File: src/rtl/svdag_pkg.sv
// Shared constants, types and helpers for the voxel DAG point lookup.
`default_nettype none

package svdag_pkg;

    // Storage and walk sizing
    localparam int ADDR_BITS  = 16;
    localparam int COORD_BITS = 16;
    localparam int MAX_LEVELS = 16;

    // Fixed field widths of the request and response items
    localparam int KIND_W     = 1;
    localparam int WADDR_W    = 16;
    localparam int WORD_W     = 32;
    localparam int POINT_W    = 16;
    localparam int LVL_W      = 5;
    localparam int NODE_IDX_W = 16;
    localparam int MASK_W     = 8;
    localparam int OCT_W      = 3;
    localparam int POP_W      = 4;

    localparam int MEM_DEPTH = 2 ** ADDR_BITS;
    localparam int STEP_W    = (MAX_LEVELS > 2) ? $clog2(MAX_LEVELS) : 1;
    localparam int CMP_W     = ((STEP_W > LVL_W) ? STEP_W : LVL_W) + 2;

    localparam logic [KIND_W-1:0] KIND_WRITE = 1'b0;
    localparam logic [KIND_W-1:0] KIND_QUERY = 1'b1;

    localparam logic [LVL_W-1:0] TREE_LEVELS_RST = LVL_W'(1);
    localparam logic [LVL_W-1:0] MIN_QUERY_LEVEL = LVL_W'(2);

    typedef logic [ADDR_BITS-1:0]  t_addr;
    typedef logic [COORD_BITS-1:0] t_coord;
    typedef logic [STEP_W-1:0]     t_step;
    typedef logic [CMP_W-1:0]      t_cmp;

    localparam t_coord CENTER_ROOT = t_coord'(1) << (COORD_BITS - 1);
    localparam t_coord HALF_ROOT   = t_coord'(1) << (COORD_BITS - 2);

    // Controller to datapath
    typedef struct packed {
        logic wr_word;
        logic load_query;
        logic eval;
        logic take_ptr;
        logic set_hit;
        logic publish;
    } t_dp_cmd;

    // Datapath to controller
    typedef struct packed {
        logic short_query;
        logic fail;
        logic last;
    } t_dp_sts;

    function automatic logic [POP_W-1:0] popcount8(input logic [MASK_W-1:0] v);
        logic [POP_W-1:0] n;
        n = '0;
        for (int k = 0; k < MASK_W; k++) begin
            n = n + POP_W'(v[k]);
        end
        return n;
    endfunction

endpackage

`default_nettype wire

File: src/rtl/svdag_ctrl.sv
// Controller: request sequencing, per-level walk steps and response valid.
`default_nettype none

module svdag_ctrl
    import svdag_pkg::*;
(
    input  wire logic              i_clk,
    input  wire logic              i_rst_n,
    input  wire logic              i_req_valid,
    input  wire logic [KIND_W-1:0] i_req_kind,
    output logic                   o_req_ready,
    output logic                   o_rsp_valid,
    input  wire logic              i_rsp_ready,
    input  wire t_dp_sts           i_sts,
    output t_dp_cmd                o_cmd
);

    localparam logic [2:0] S_IDLE = 3'd0;
    localparam logic [2:0] S_READ = 3'd1;
    localparam logic [2:0] S_EVAL = 3'd2;
    localparam logic [2:0] S_PTR  = 3'd3;
    localparam logic [2:0] S_DONE = 3'd4;

    logic [2:0] r_state, n_state;
    logic       r_rsp_valid, n_rsp_valid;
    logic       req_acc;
    logic       slot_free;

    assign o_req_ready = r_state == S_IDLE;
    assign req_acc     = i_req_valid && o_req_ready;
    assign slot_free   = !r_rsp_valid || i_rsp_ready;
    assign o_rsp_valid = r_rsp_valid;

    always_comb begin
        n_state     = r_state;
        n_rsp_valid = r_rsp_valid && !i_rsp_ready;
        o_cmd       = '0;
        unique case (r_state)
            S_IDLE: begin
                if (req_acc) begin
                    if (i_req_kind == KIND_WRITE) begin
                        o_cmd.wr_word = 1'b1;
                    end else begin
                        o_cmd.load_query = 1'b1;
                        n_state = i_sts.short_query ? S_DONE : S_READ;
                    end
                end
            end
            S_READ: begin
                // root mask read from the node register
                n_state = S_EVAL;
            end
            S_EVAL: begin
                if (i_sts.fail) begin
                    n_state = S_DONE;
                end else begin
                    o_cmd.eval = 1'b1;
                    n_state = S_PTR;
                end
            end
            S_PTR: begin
                o_cmd.take_ptr = 1'b1;
                if (i_sts.last) begin
                    o_cmd.set_hit = 1'b1;
                    n_state = S_DONE;
                end else begin
                    n_state = S_EVAL;
                end
            end
            S_DONE: begin
                if (slot_free) begin
                    o_cmd.publish = 1'b1;
                    n_rsp_valid = 1'b1;
                    n_state = S_IDLE;
                end
            end
            default: begin
                n_state = S_IDLE;
            end
        endcase
    end

    always_ff @(posedge i_clk) begin
        if (!i_rst_n) begin
            r_state     <= S_IDLE;
            r_rsp_valid <= 1'b0;
        end else begin
            r_state     <= n_state;
            r_rsp_valid <= n_rsp_valid;
        end
    end

endmodule

`default_nettype wire

File: config.mk
export PLATFORM = sky130hd
export DESIGN_NAME = svdag_ctrl
export DESIGN_NICKNAME = d
export VERILOG_FILES = /design/src/rtl/svdag_pkg.sv /design/src/rtl/svdag_ctrl.sv
export SDC_FILE = /design/constraint.sdc
export NUM_CORES = 1
export LEC_CHECK = 0
export ABC_AREA = 1
export BUFFER_PORTS_ARGS = -buffer_cell sky130_fd_sc_hd__buf_2
export CORE_AREA = 5 5 42 44
export CTS_BUF_LIST = sky130_fd_sc_hd__clkbuf_4 sky130_fd_sc_hd__clkbuf_8
export DETAILED_ROUTE_END_ITERATION = 7
export DIE_AREA = 0 0 47 49
export SLEW_MARGIN = 10
export SYNTH_ARGS = -nofsm -noshare
export SYNTH_HDL_FRONTEND = slang
export SYNTH_SLANG_ARGS = --single-unit
File: constraint.sdc
create_clock -name i_clk -period 1.29 [get_ports i_clk]
set_input_delay 0.1935 -clock i_clk [delete_from_list [all_inputs] [get_ports i_clk]]
set_output_delay 0.1935 -clock i_clk [all_outputs]
set_load 0.01 [all_outputs]
# Word-level counts from Yosys, hierarchy flattened
# Index checks and enable logic that the tools add are counted.
# word_totals
regBits	4
in_bits	8
out_inout_bits	8
# op_classes
n_eq_ne	7
mux	19
reduce_logical	7
# op_table
op	n
$mux 3	6
$pmux 3 s5	1
$mux 1	9
$eq 3x2->1 const B	2
$mux 2	3
$ne 2x2->1 const B	2
$eq 3x1->1 const B	1
$eq 3x3->1 const B	1
$logic_not 3->1	1
$reduce_and 3->1	1
$logic_and 1x1->1	2
$logic_not 1->1	2
$ne 2x1->1 const B	1
$logic_or 1x1->1	1

# Logic depth before layout (Yosys ltp)
# logic_depth
depth_word	4
depth_mapped	6

# Worst setup path after synthesis
# OpenSTA, ideal clock, no wires.
# synth_path
path_type	flip-flop to output port
from	register r_state[1]
to	output port o_cmd[5] in the netlist's numbering
arrival_ps	998
slack_ps	98
stages_incl_launch_ff	6
path_cell_list	dfxtp_1 > nor2_2 > inv_2 > nor2_1 > nand2_1 > nor2_1
# synth_lines
element	line	text
start, declared	svdag_ctrl.sv:24	logic [2:0] r_state, n_state;
start signal, assigned	svdag_ctrl.sv:88	r_state <= n_state;
end, declared	svdag_ctrl.sv:15	output t_dp_cmd o_cmd

==> flow_metrics.tcl <==
set metrics [dict create \
    initial_core_util_pct 19.4 \
    dr.pass1.iters 1 \
    layout_setup_ws_ns -0.0261 \
    core_region_area_um2 1400 \
    fin_crit_ns 1.32 \
    hold_viol 0 \
    grt_pass1_wl_um 1240 \
    grtUsageTotal_pct 7.61 \
    cpMostUsedCell "nor2_4" \
    h-tree-depth 1 \
    drc_errors 0 \
    antenna_cells 0 \
    vdd_ir_drop_max_v 0.000342 \
    dpl-instance-area_um2 367 \
    leakage_nw 0.270 \
    cp.depth 6 \
    cts_made_buffers 3 \
    tightest_slew_ns 0.206 \
    cp_slowest_stage_delay_ns 0.36 \
    worst-path-buf-inv 2 \
    timing.setup.tns_ns -0.0429 \
    fin_crit_sh_pct 102 \
    status "finished, violations left" \
    die_w_um 47 \
    ff2ff_path_depth 6 \
    io_pins 16 \
    place_inst 74 \
    clk_latency_ns 0.24 \
    cp.arrival_ns 1.12 \
    dieArea_um2 2300 \
    root_buffer "clkbuf_4" \
    layout.nets 81 \
    synth_warnings 0 \
    dieHeight_um 49 \
    synth_cell_types 15 \
    routed_wl_um 739 \
    max_slew_margin_pct 86.2 \
    power_density_nw_per_um2 816 \
    cp_cell_sequence "nor2_4 > inv_4 > nor2_4 > nand2_1 > nor2_1 > buf_2" \
    area_growth_pct 88.0 \
    fillers 167 \
    path_max_fanout 5 \
    path_class "reg2out" \
    end_kind "primary output" \
    place.gp.congestion 0.714 \
    fin_skew_ns 0.000747 \
    yosysTopAreaCellShare_pct 29.5 \
    fp-row-count 14 \
    maxCapViolations 0 \
    slew_viol_final 0 \
    postLayoutCellArea_um2 510 \
    setup_viol 2 \
    final_cells 87 \
    whs_ns 0.155 \
    crit_family "flip-flops" \
    synth-seq-cells 4 \
    drive_gt1_share_pct 62.0 \
    cts_num_sinks 4 \
    hpwl_um 540 \
    via_per_inst 4.18 \
    synth_area_leaders "dfxtp_1 29%, inv_1 11%, nand2_1 8.3%, nor2_1 8.3%, nand3_1 7.4%" \
    io_buffers 15 \
    ant_nets 0 \
    cts_max_path_buffers 2 \
    avgSynthCellArea_um2 6.31 \
    min_path_type "in2reg" \
    yosysSeqAreaShare_pct 29.5 \
    fmax_mhz 760 \
    worstHoldPathCells 3 \
    syn_area_um2 272 \
    syn-num-nets 51 \
    grt_max_degree 6 \
    drt_iter0_markers 0 \
    synthCells 43 \
    violations "negative setup slack" \
    vias 364 \
    antenna_found_initial 0 \
    drt-wirelength-per-cell_um 8.49 \
    yosysTopAreaCell "dfxtp_1" \
    clk_pin_slew_worst_paths_ns 0.04 \
    rsz0062_at_grt "yes" \
    cp_slowest_cell "dfxtp_4" \
    start_kind "flop" \
    cp.required_ns 1.10 \
    grt_pass1_vias 322 \
    grt_overflow 0 \
    final_util_pct 36.4 \
    cts_tree "yes" \
]
==> report_power, final <==
part	leakage (nW)	switching, mW	total [mW]	internal [mW]
combinational	0.222	0.0608	0.124	0.0635
clock	0.0138	0.0527	0.157	0.104
sequential	0.0348	0.00786	0.136	0.128
total	0.270	0.121	0.417	0.295
==> cell usage after synthesis <==
master	instances
nand4_1	2
or2_4	1
inv_1	8
inv_2	2
nor3_1	2
nand3_2	1
nor2_1	6
o21ai_2	1
nand3_1	4
nand2_2	1
nor2_2	2
nor3_2	1
dfxtp_1	4
nand2_1	6
a21oi_1	2
==> area by class of cell <==
type                    instances  area (um^2)  area share, %
repair buffers                 25          156           30.6
multi-input cells              29          178           34.8
flip-flops and latches          4         91.3           17.9
inverters                      10         42.5           8.33
well taps                      16         20.0           3.92
clock buffers                   3         22.5           4.41
==> registers in the layout, indices dropped and copies added (netlist names) <==
name / flops
r_state: 3
o_rsp_valid: 1
==> metrics by stage <==
stage / worst slack [ns] / power (mW)
2_1_floorplan: 0.0981 / 0.192
3_3_place_gp: 0.147 / 0.222
3_5_place_dp: 0.122 / 0.224
4_1_cts: -0.0272 / 0.410
5_1_grt: -0.116 / 0.443
6_report: -0.0261 / 0.417
==> repair_timing <==
action,4_1_cts,5_1_grt
setup endpoints to repair,5,5
hold buffers,0,0
hold endpoints to repair,0,0
resized for setup,8,8
buffers inserted,6,4
pin swaps,1,3
==> worst min-delay path: stages <==
cell     delay (ns)
buf_2          0.09
nand2_1        0.05
inv_1          0.04
==> cells in the final DEF, fill, tap and decap left out, types with 3 or more instances in the layout <==
cell type,instances
buf_2,14
nand2_1,6
nand3_1,4
dfxtp_4,3
nor2_1,5
buf_4,10
clkbuf_4,3
inv_1,6
==> metal layers <==
| metal | GRT usage [%] | vias to the layer above | part of all wire [%] |
|---|---|---|---|
| li1 | - | 194 | - |
| met1 | 7.47 | 158 | 38 |
| met2 | 12.0 | 9 | 52 |
| met3 | 2.21 | 3 | 5.7 |
| met4 | 6.91 | 0 | 3.9 |
| met5 | 0 | - | 0 |
==> logic make-up (layout without fill, tap and decap cells) <==
| group | Yosys count | in the layout | synth area share, % |
|---|---|---|---|
| buffers and inverters | 10 | 38 | 13.8 |
| AND/OR/NAND/NOR | 26 | 26 | 49.8 |
| flip-flops | 4 | 4 | 29.5 |
| AO/OA/AOI/OAI | 3 | 3 | 6.91 |
==> worst paths after layout <==
kind,start,endpoint,slack [ns]
max reg2reg,r_state[1],r_state[2],0.18
max,r_state[1],o_cmd[5],-0.03
min reg2reg,o_rsp_valid,r_state[2],0.56
min,i_rst_n,r_state[1],0.15
Power figures use the tool's default switching activity.
